### src/rtl/wpe_pkg.sv
package wpe_pkg;

  localparam int SAMPLE_WIDTH = 16;
  localparam int HALF_WIDTH = SAMPLE_WIDTH - 1;
  localparam int CHANNELS_MAX = 8;
  localparam int BUCKETS_MAX = 4096;
  localparam int FRAMES_PER_BUCKET_MAX = 65535;

  localparam int CHANNEL_COUNT_WIDTH = 4;
  localparam int SELECTED_CHANNEL_WIDTH = 3;
  localparam int FRAMES_WIDTH = 16;
  localparam int BUCKET_COUNT_WIDTH = 13;
  localparam int BUCKET_INDEX_WIDTH = 12;

  localparam int CFG_INDEX_WIDTH = 3;
  localparam int CFG_DATA_WIDTH = 16;

  localparam logic signed [SAMPLE_WIDTH-1:0] SAMPLE_MOST_POS =
    {1'b0, {(SAMPLE_WIDTH-1){1'b1}}};
  localparam logic signed [SAMPLE_WIDTH-1:0] SAMPLE_MOST_NEG =
    {1'b1, {(SAMPLE_WIDTH-1){1'b0}}};

  typedef enum logic [CFG_INDEX_WIDTH-1:0] {
    CFG_CHANNEL_COUNT     = 3'd0,
    CFG_SELECTED_CHANNEL  = 3'd1,
    CFG_FRAMES_PER_BUCKET = 3'd2,
    CFG_BUCKET_COUNT      = 3'd3
  } cfg_index_t;

  typedef struct packed {
    logic signed [SAMPLE_WIDTH-1:0] sample;
    logic                           start_of_pass;
  } sample_item_t;

  typedef struct packed {
    logic [HALF_WIDTH-1:0]         half_span;
    logic [BUCKET_INDEX_WIDTH-1:0] bucket_index;
    logic                          last_bucket;
  } result_item_t;

endpackage

### src/rtl/wpe_in_reg.sv
module wpe_in_reg import wpe_pkg::*; (
  input  logic         clk,
  input  logic         rst,
  input  logic         sample_valid,
  output logic         sample_ready,
  input  sample_item_t sample_item,
  output logic         held_valid,
  output sample_item_t held_item,
  input  logic         pop
);

  assign sample_ready = !held_valid || pop;

  always_ff @(posedge clk) begin
    if (rst) begin
      held_valid <= 1'b0;
    end else if (sample_ready) begin
      held_valid <= sample_valid;
    end
  end

  always_ff @(posedge clk) begin
    if (sample_valid && sample_ready) begin
      held_item <= sample_item;
    end
  end

endmodule

### src/rtl/wpe_core.sv
module wpe_core import wpe_pkg::*; (
  input  logic                       clk,
  input  logic                       rst,
  input  logic                       cfg_write,
  input  logic [CFG_INDEX_WIDTH-1:0] cfg_index,
  input  logic [CFG_DATA_WIDTH-1:0]  cfg_data,
  input  logic                       held_valid,
  input  sample_item_t               held_item,
  input  logic                       step,
  output logic                       emit,
  output result_item_t               result
);

  logic [CHANNEL_COUNT_WIDTH-1:0]    channel_count;
  logic [SELECTED_CHANNEL_WIDTH-1:0] selected_channel;
  logic [FRAMES_WIDTH-1:0]           frames_per_bucket;
  logic [BUCKET_COUNT_WIDTH-1:0]     bucket_count;

  logic [SELECTED_CHANNEL_WIDTH-1:0] channel_position;
  logic [FRAMES_WIDTH-1:0]           frame_in_bucket;
  logic [BUCKET_INDEX_WIDTH-1:0]     bucket_number;
  logic signed [SAMPLE_WIDTH-1:0]    running_min;
  logic signed [SAMPLE_WIDTH-1:0]    running_max;
  logic                              pass_done;

  logic [SELECTED_CHANNEL_WIDTH-1:0] channel_position_next;
  logic [FRAMES_WIDTH-1:0]           frame_in_bucket_next;
  logic [BUCKET_INDEX_WIDTH-1:0]     bucket_number_next;
  logic signed [SAMPLE_WIDTH-1:0]    running_min_next;
  logic signed [SAMPLE_WIDTH-1:0]    running_max_next;
  logic                              pass_done_next;

  logic [CHANNEL_COUNT_WIDTH-1:0]    cc;
  logic [FRAMES_WIDTH-1:0]           fpb;
  logic [BUCKET_COUNT_WIDTH-1:0]     nb;
  logic                              channel_ok;

  logic [SELECTED_CHANNEL_WIDTH-1:0] eff_pos;
  logic [FRAMES_WIDTH-1:0]           eff_frame;
  logic [BUCKET_INDEX_WIDTH-1:0]     eff_bucket;
  logic signed [SAMPLE_WIDTH-1:0]    eff_min;
  logic signed [SAMPLE_WIDTH-1:0]    eff_max;
  logic                              eff_done;

  logic                              take;
  logic signed [SAMPLE_WIDTH-1:0]    min_upd;
  logic signed [SAMPLE_WIDTH-1:0]    max_upd;
  logic [SAMPLE_WIDTH:0]             diff;
  logic                              frame_end;
  logic                              bucket_end;
  logic                              last;

  // configuration registers
  always_ff @(posedge clk) begin
    if (rst) begin
      channel_count     <= CHANNEL_COUNT_WIDTH'(1);
      selected_channel  <= '0;
      frames_per_bucket <= FRAMES_WIDTH'(1);
      bucket_count      <= BUCKET_COUNT_WIDTH'(1);
    end else if (cfg_write) begin
      case (cfg_index)
        CFG_CHANNEL_COUNT: begin
          channel_count <= cfg_data[CHANNEL_COUNT_WIDTH-1:0];
        end
        CFG_SELECTED_CHANNEL: begin
          selected_channel <= cfg_data[SELECTED_CHANNEL_WIDTH-1:0];
        end
        CFG_FRAMES_PER_BUCKET: begin
          frames_per_bucket <= cfg_data[FRAMES_WIDTH-1:0];
        end
        CFG_BUCKET_COUNT: begin
          bucket_count <= cfg_data[BUCKET_COUNT_WIDTH-1:0];
        end
        default: begin
        end
      endcase
    end
  end

  // effective register values
  always_comb begin
    if (channel_count == '0) begin
      cc = CHANNEL_COUNT_WIDTH'(1);
    end else if (channel_count > CHANNEL_COUNT_WIDTH'(CHANNELS_MAX)) begin
      cc = CHANNEL_COUNT_WIDTH'(CHANNELS_MAX);
    end else begin
      cc = channel_count;
    end
    if (frames_per_bucket == '0) begin
      fpb = FRAMES_WIDTH'(1);
    end else if (frames_per_bucket > FRAMES_WIDTH'(FRAMES_PER_BUCKET_MAX)) begin
      fpb = FRAMES_WIDTH'(FRAMES_PER_BUCKET_MAX);
    end else begin
      fpb = frames_per_bucket;
    end
    if (bucket_count == '0) begin
      nb = BUCKET_COUNT_WIDTH'(1);
    end else if (bucket_count > BUCKET_COUNT_WIDTH'(BUCKETS_MAX)) begin
      nb = BUCKET_COUNT_WIDTH'(BUCKETS_MAX);
    end else begin
      nb = bucket_count;
    end
  end

  assign channel_ok = CHANNEL_COUNT_WIDTH'(selected_channel) < cc;

  // start of pass restarts everything before the sample is used
  always_comb begin
    if (held_item.start_of_pass) begin
      eff_pos    = '0;
      eff_frame  = '0;
      eff_bucket = '0;
      eff_min    = SAMPLE_MOST_POS;
      eff_max    = SAMPLE_MOST_NEG;
      eff_done   = 1'b0;
    end else begin
      eff_pos    = channel_position;
      eff_frame  = frame_in_bucket;
      eff_bucket = bucket_number;
      eff_min    = running_min;
      eff_max    = running_max;
      eff_done   = pass_done;
    end
  end

  assign take    = channel_ok && (eff_pos == selected_channel);
  assign min_upd = (take && (held_item.sample < eff_min)) ? held_item.sample : eff_min;
  assign max_upd = (take && (held_item.sample > eff_max)) ? held_item.sample : eff_max;
  assign diff    = {max_upd[SAMPLE_WIDTH-1], max_upd} - {min_upd[SAMPLE_WIDTH-1], min_upd};

  assign frame_end  = (CHANNEL_COUNT_WIDTH'(eff_pos) + CHANNEL_COUNT_WIDTH'(1)) >= cc;
  assign bucket_end = frame_end &&
                      ((FRAMES_WIDTH+1)'(eff_frame) + (FRAMES_WIDTH+1)'(1)
                       >= (FRAMES_WIDTH+1)'(fpb));
  assign last       = (BUCKET_COUNT_WIDTH'(eff_bucket) + BUCKET_COUNT_WIDTH'(1)) >= nb;
  assign emit       = held_valid && !eff_done && bucket_end;

  always_comb begin
    result.half_span    = (channel_ok && (max_upd >= min_upd)) ?
                          diff[SAMPLE_WIDTH-1:1] : '0;
    result.bucket_index = eff_bucket;
    result.last_bucket  = last;
  end

  always_comb begin
    channel_position_next = eff_pos;
    frame_in_bucket_next  = eff_frame;
    bucket_number_next    = eff_bucket;
    running_min_next      = eff_min;
    running_max_next      = eff_max;
    pass_done_next        = eff_done;
    if (!eff_done) begin
      running_min_next = min_upd;
      running_max_next = max_upd;
      if (!frame_end) begin
        channel_position_next = eff_pos + SELECTED_CHANNEL_WIDTH'(1);
      end else begin
        channel_position_next = '0;
        if (!bucket_end) begin
          frame_in_bucket_next = eff_frame + FRAMES_WIDTH'(1);
        end else begin
          frame_in_bucket_next = '0;
          running_min_next     = SAMPLE_MOST_POS;
          running_max_next     = SAMPLE_MOST_NEG;
          if (last) begin
            pass_done_next = 1'b1;
          end else begin
            bucket_number_next = eff_bucket + BUCKET_INDEX_WIDTH'(1);
          end
        end
      end
    end
  end

  always_ff @(posedge clk) begin
    if (rst) begin
      channel_position <= '0;
      frame_in_bucket  <= '0;
      bucket_number    <= '0;
      running_min      <= SAMPLE_MOST_POS;
      running_max      <= SAMPLE_MOST_NEG;
      pass_done        <= 1'b0;
    end else if (step) begin
      channel_position <= channel_position_next;
      frame_in_bucket  <= frame_in_bucket_next;
      bucket_number    <= bucket_number_next;
      running_min      <= running_min_next;
      running_max      <= running_max_next;
      pass_done        <= pass_done_next;
    end
  end

`ifndef SYNTH
  a_done_counters_idle: assert property (@(posedge clk) disable iff (rst)
    pass_done |-> (frame_in_bucket == '0) && (channel_position == '0))
    else $error("pass done with counters not cleared");

  a_last_sets_done: assert property (@(posedge clk) disable iff (rst)
    (step && emit && result.last_bucket) |=> pass_done)
    else $error("last bucket did not end the pass");

  a_bucket_advance: assert property (@(posedge clk) disable iff (rst)
    (step && emit && !result.last_bucket) |=>
      (bucket_number == BUCKET_INDEX_WIDTH'($past(result.bucket_index) + 1'b1)))
    else $error("bucket number did not advance");

  a_bad_channel_zero: assert property (@(posedge clk) disable iff (rst)
    (emit && !channel_ok) |-> (result.half_span == '0))
    else $error("nonzero span for channel out of range");
`endif

endmodule

### src/rtl/wpe_out_reg.sv
module wpe_out_reg import wpe_pkg::*; (
  input  logic         clk,
  input  logic         rst,
  input  logic         load,
  input  result_item_t load_item,
  output logic         free,
  output logic         result_valid,
  input  logic         result_ready,
  output result_item_t result_item
);

  assign free = !result_valid || result_ready;

  always_ff @(posedge clk) begin
    if (rst) begin
      result_valid <= 1'b0;
    end else if (free) begin
      result_valid <= load;
    end
  end

  always_ff @(posedge clk) begin
    if (load && free) begin
      result_item <= load_item;
    end
  end

endmodule

### src/rtl/waveform_peak_envelope_top.sv
// channel   handshake                   payload
// sample    sample_valid/sample_ready   sample_item (sample, start_of_pass)
// result    result_valid/result_ready   result_item (half_span, bucket_index, last_bucket)
// cfg       cfg_valid/cfg_ready         cfg_index, cfg_data
//
// one sample item per cycle unless a held result stalls the sample side
// min/max update and counters are combinational between input and result registers
// rst is synchronous, restores register defaults and clears counters, no pass done
// a held result stalls the sample side only when the next item also ends a bucket
// cfg writes are taken every cycle
module waveform_peak_envelope_top import wpe_pkg::*; (
  input  logic                       clk,
  input  logic                       rst,
  input  logic                       sample_valid,
  output logic                       sample_ready,
  input  sample_item_t               sample_item,
  output logic                       result_valid,
  input  logic                       result_ready,
  output result_item_t               result_item,
  input  logic                       cfg_valid,
  output logic                       cfg_ready,
  input  logic [CFG_INDEX_WIDTH-1:0] cfg_index,
  input  logic [CFG_DATA_WIDTH-1:0]  cfg_data
);

  logic         held_valid;
  sample_item_t held_item;
  logic         step;
  logic         emit;
  logic         free;
  result_item_t core_result;

  assign cfg_ready = 1'b1;
  assign step      = held_valid && (!emit || free);

  wpe_in_reg u_in_reg (
    .clk          (clk),
    .rst          (rst),
    .sample_valid (sample_valid),
    .sample_ready (sample_ready),
    .sample_item  (sample_item),
    .held_valid   (held_valid),
    .held_item    (held_item),
    .pop          (step)
  );

  wpe_core u_core (
    .clk        (clk),
    .rst        (rst),
    .cfg_write  (cfg_valid && cfg_ready),
    .cfg_index  (cfg_index),
    .cfg_data   (cfg_data),
    .held_valid (held_valid),
    .held_item  (held_item),
    .step       (step),
    .emit       (emit),
    .result     (core_result)
  );

  wpe_out_reg u_out_reg (
    .clk          (clk),
    .rst          (rst),
    .load         (step && emit),
    .load_item    (core_result),
    .free         (free),
    .result_valid (result_valid),
    .result_ready (result_ready),
    .result_item  (result_item)
  );

endmodule

### config.mk
export PLATFORM = sky130hd
export DESIGN_NAME = waveform_peak_envelope_top
export DESIGN_NICKNAME = d
export VERILOG_FILES = /design/src/rtl/wpe_pkg.sv /design/src/rtl/wpe_in_reg.sv /design/src/rtl/wpe_core.sv /design/src/rtl/wpe_out_reg.sv /design/src/rtl/waveform_peak_envelope_top.sv
export SDC_FILE = /design/constraint.sdc
export NUM_CORES = 1
export LEC_CHECK = 0
export ABC_AREA = 0
export BUFFER_PORTS_ARGS = -buffer_cell sky130_fd_sc_hd__buf_2
export CAP_MARGIN = 20
export CELL_PAD_IN_SITES_DETAIL_PLACEMENT = 0
export CELL_PAD_IN_SITES_GLOBAL_PLACEMENT = 1
export CORE_ASPECT_RATIO = 0.8
export CORE_MARGIN = 2
export CORE_UTILIZATION = 45
export DETAILED_ROUTE_END_ITERATION = 7
export MAX_ROUTING_LAYER = met4
export PLACE_DENSITY_LB_ADDON = 0.1
export SLEW_MARGIN = 40
export SYNTH_ARGS = -nofsm -noshare
export SYNTH_HDL_FRONTEND = slang
export SYNTH_SLANG_ARGS = --single-unit
### constraint.sdc
create_clock -name clk -period 15.74 [get_ports clk]
set_clock_uncertainty 0.05 [all_clocks]
set_input_delay 3.148 -clock clk [delete_from_list [all_inputs] [get_ports clk]]
set_output_delay 3.148 -clock clk [all_outputs]
set_load 0.05 [all_outputs]
==> reports/qor.log <==
qor: run_status.run_status finished, final reports clean
qor: timing.fin_hold_ws 0.422 ns
qor: floorplanning.fp.dieArea 0.0222 sq mm
qor: pwr.intPower 746 uW
qor: finish.layout-drive-gt1-share 14.2%
qor: synth.synth_top_area_share 21.6%
qor: cts.clock_insertion_delay_worst_skew 0.43 ns
qor: cts.cts-resized-gates 0
qor: worst_setup_path.critPathMaxFanout 73
qor: cts.cts.reportedPaths.clkPinSlew 0.06 ns
qor: pwr.switchingPower 351 uW
qor: route.detailedRoute.firstPassIterationCount 5
qor: cts.clock_tree.htree_level_count 4
qor: timing.final_critical_path_setup_slack 7.66 ns
qor: synth.compound_cell_area_share_of_the_yosys_netlist 21.0%
qor: pwr.netSwitchingFraction 32.0%
qor: finish.number_of_nets_at_the_end_of_the_flow 1294
qor: synth.muxShareOfSynthArea 1.35%
qor: timing.maxClockFrequency 0.124 GHz
qor: worst_setup_path.worst-endpoint-arrival 4.88 ns
qor: synth.synth_ff_type dfxtp_1
qor: route.finalWirelength 26.4 mm
qor: floorplanning.initial_utilization 45.8%
qor: timing.unrepaired_setup_endpoints_after_global_routing no
qor: placed_design.post-place-ws 8.04 ns
qor: timing.actual_transition_at_the_worst_max_transition_pin 0.848 ns
qor: synth.yosys.area.top_type dfxtp_1
qor: synth.synth.most_common_cell nand2_1
qor: synth.synth_commonest_cells nand2_1, dfxtp_1, a21oi_1
qor: pwr.power_frac_comb 22.9%
qor: worst_setup_path.kind_of_critical_path register to output port
qor: worst_setup_path.reg2reg_setup_slack 9.26 ns
qor: route.avgViaCountPerCell 5.74
qor: global_routing.gr-total-overflow 0
qor: synth.synth.net_count 1246
qor: synth.synth.top_cells.by_area dfxtp_1, edfxtp_1, ha_1
qor: cts.cts-root-buf clkbuf_16
qor: floorplanning.core_area 0.0206 sq mm
qor: timing.relSlewSlack 43.1%
qor: placed_design.dp_hpwl 19.1 mm
qor: synth.synth.cell_area 0.00945 sq mm
qor: timing.final.setup.tns 0 ns
qor: pwr.power_frac_seq 38.5%
qor: synth.yosysSeqAreaShare 35.9%
qor: worst_setup_path.worst_setup_path_start_kind register
qor: timing.timing.final.hold_violations 0
qor: floorplanning.rows 47
qor: cts.cts_inserted_buffers 17
qor: synth.synthSimpleGateAreaFrac 22.6%
qor: finish.area_growth_syn_to_fin 13.2%
qor: global_routing.grtUsageTotal 24.8%
qor: synth.dominant_combinational_cell_family_by_area_after_synthesis simple AND/OR/NAND/NOR gates
qor: route.via_count 8326
qor: synth.syn_inst 1121
qor: synth.synth_xor_xnor_area_share 3.23%
qor: floorplanning.die_width 166 um
qor: route.drc 0
qor: pwr.proportion_of_power_drawn_by_the_clock_network 38.6%
qor: synth.synth.avg_cell_area 8.43 sq um
qor: timing.setup_violations 0
qor: global_routing.grt_pass1_vias 7618
qor: global_routing.antenna_found_initial 0
qor: synth.synth_edf_count 45
qor: worst_setup_path.cp_data_required_time 12.54 ns
qor: route.initialDrtViolationCount 658
qor: worst_setup_path.crit_path_end_kind output port
qor: job.max-cap-violations 0
qor: synth.ys_ff_latch 147
qor: placed_design.finalWeightedCongestion 0.894
qor: timing.final_max_slew_viol_count 0
qor: finish.n_antenna_cell 0
qor: worst_hold_path.holdCritPathClass register to register
qor: synth.synthesis.yosys.warnings 0
qor: timing.final_worst_path_period_share 51.3%
qor: cts.cts_setup_buffers 0
qor: global_routing.largest_net_degree_at_the_start_of_global_routing 74
qor: pwr.powerDensity 103 mW/mm^2
qor: placed_design.port_buffers 70
qor: floorplanning.die_h 134 um
qor: synth.netlist-cell-type-count 91
qor: floorplanning.boundaryPins 72
qor: timing.layout_min_cycle_time 8.08 ns
qor: cts.numClockSinks 147
qor: cts.cts_hold_buf 0
qor: synth.synth_adder_area_share 11.4%
qor: route.final_antenna_net_count 0
qor: global_routing.grt_pass1_wl 42.1 mm
qor: pwr.max-vdd-ir-drop 59.4 uV
qor: synth.synth-async-reset-ratio 0%
qor: pwr.cellLeakagePower 0.00415 uW
qor: cts.largest_buffer_count_on_any_clock_path 2
qor: route.routedWlPerCell 18.2 um
qor: cts.cts_tree yes
registers in the layout, summed over array words and instances (netlist names):
register,count
u_core.selected_channel,3
u_core.frames_per_bucket,16
u_core.running_min,16
u_in_reg.held_item,17
u_core.bucket_count,13
u_in_reg.held_valid,1
u_core.bucket_number,12
u_core.running_max,16
u_core.channel_count,4
u_core.frame_in_bucket,16
u_out_reg.result_valid,1
u_core.pass_done,1
u_core.channel_position,3
u_out_reg.result_item,28
metal layers:
| metal | share of wire (%) | wire [um] | GRT usage (%) | vias to the layer above |
|---|---|---|---|---|
| li1 | - | - | - | 4135 |
| met1 | 55 | 14400 | 39.2 | 3942 |
| met2 | 39 | 10200 | 32.5 | 238 |
| met3 | 6.0 | 1580 | 4.22 | 11 |
| met4 | 0.58 | 152 | 4.64 | 0 |
| met5 | 0 | 0 | - | - |
cell families after synthesis:
kind of cell	Yosys count
fa+ha+maj	86
compound gates	292
xor+xnor	34
simple gates	444
mux	12
buf+inv	105
other cells	1
flops	147
per-stage QoR:
step,cells,area (sq um),utilization [%],power (uW)
floorplan,1121,9450,-,607
global placement,1418,10000,48.6,673
detailed placement,1419,10100,48.8,677
CTS,1451,10700,51.7,1100
global route,1451,10700,51.8,1140
finish,1451,10700,51.8,1100
layout make-up:
class / count / area, sq um
Multi-Input combinational cell: 869 / 5690
Timing Repair Buffer: 85 / 487
Clock buffer: 19 / 443
Fill cell: 2024 / 9950
Inverter: 49 / 184
Tap cell: 269 / 337
Clock inverter: 13 / 160
Sequential cell: 147 / 3390
power by group through the flow:
stage	Sequential, uW	Combinational, uW	Clock (uW)
3_5_place_dp	430	247	0
5_1_grt	424	275	444
6_report	422	251	424
3_3_place_gp	430	243	0
4_1_cts	422	248	431
2_1_floorplan	451	155	0
path summary, 6_finish.rpt:
path	start	end	cells past startpoint
setup / recovery	u_in_reg.held_item[0]$_DFFE_PP_	sample_ready	19
hold reg to reg	u_core.frames_per_bucket[0]$_SDFFE_PP1P_	u_core.frames_per_bucket[0]$_SDFFE_PP1P_	2
setup reg to reg	u_in_reg.held_item[0]$_DFFE_PP_	u_out_reg.result_item[17]$_SDFFCE_PN0P_	22
hold / removal	u_core.frames_per_bucket[0]$_SDFFE_PP1P_	u_core.frames_per_bucket[0]$_SDFFE_PP1P_	2
worst max-delay path, stage by stage, from the launching register on:
cell and delay (ns):
edfxtp_1 0.38, buf_6 0.28, nor2b_1 0.25, ha_1 0.25
and3_1 0.25, and3_1 0.19, and3_1 0.29, nand3_1 0.15
nor3_1 0.39, nand3_1 0.15, xor2_1 0.16, nor2_1 0.13
ha_1 0.26, a21oi_1 0.16, nor3b_1 0.19, o31a_1 0.18
o21ai_1 0.07, buf_4 0.21, nand4_1 0.15, buf_2 0.28
placed cells by master, fill, tap and decap left out, types with 5 or more instances in the layout:
| cell type | Yosys | final |
|---|---|---|
| buf_2 | 2 | 70 |
| a31oi_1 | 9 | 9 |
| or2_2 | 13 | 13 |
| a22o_1 | 10 | 10 |
| or3_1 | 7 | 7 |
| nand3_1 | 31 | 31 |
| edfxtp_1 | 45 | 45 |
| o22ai_1 | 5 | 5 |
| buf_4 | 2 | 13 |
| mux2i_1 | 9 | 9 |
| inv_1 | 49 | 48 |
| xor2_1 | 12 | 12 |
| nor2b_1 | 27 | 26 |
| and2_1 | 8 | 7 |
| nor4_1 | 10 | 9 |
| nor3_1 | 15 | 14 |
| clkbuf_16 | 0 | 17 |
| nand2_1 | 165 | 165 |
| ha_1 | 83 | 83 |
| a21o_1 | 22 | 22 |
| o21ai_0 | 52 | 51 |
| a21oi_1 | 96 | 95 |
| xnor2_1 | 21 | 21 |
| a41oi_1 | 5 | 5 |
| dfxtp_1 | 102 | 102 |
| a22oi_1 | 14 | 14 |
| nor2_1 | 95 | 94 |
| nand4_1 | 16 | 16 |
| a2bb2oi_1 | 16 | 16 |
| nand2b_1 | 13 | 13 |
| a32o_1 | 5 | 5 |
| and3_1 | 17 | 17 |
(Power assumes the default switching activity.)
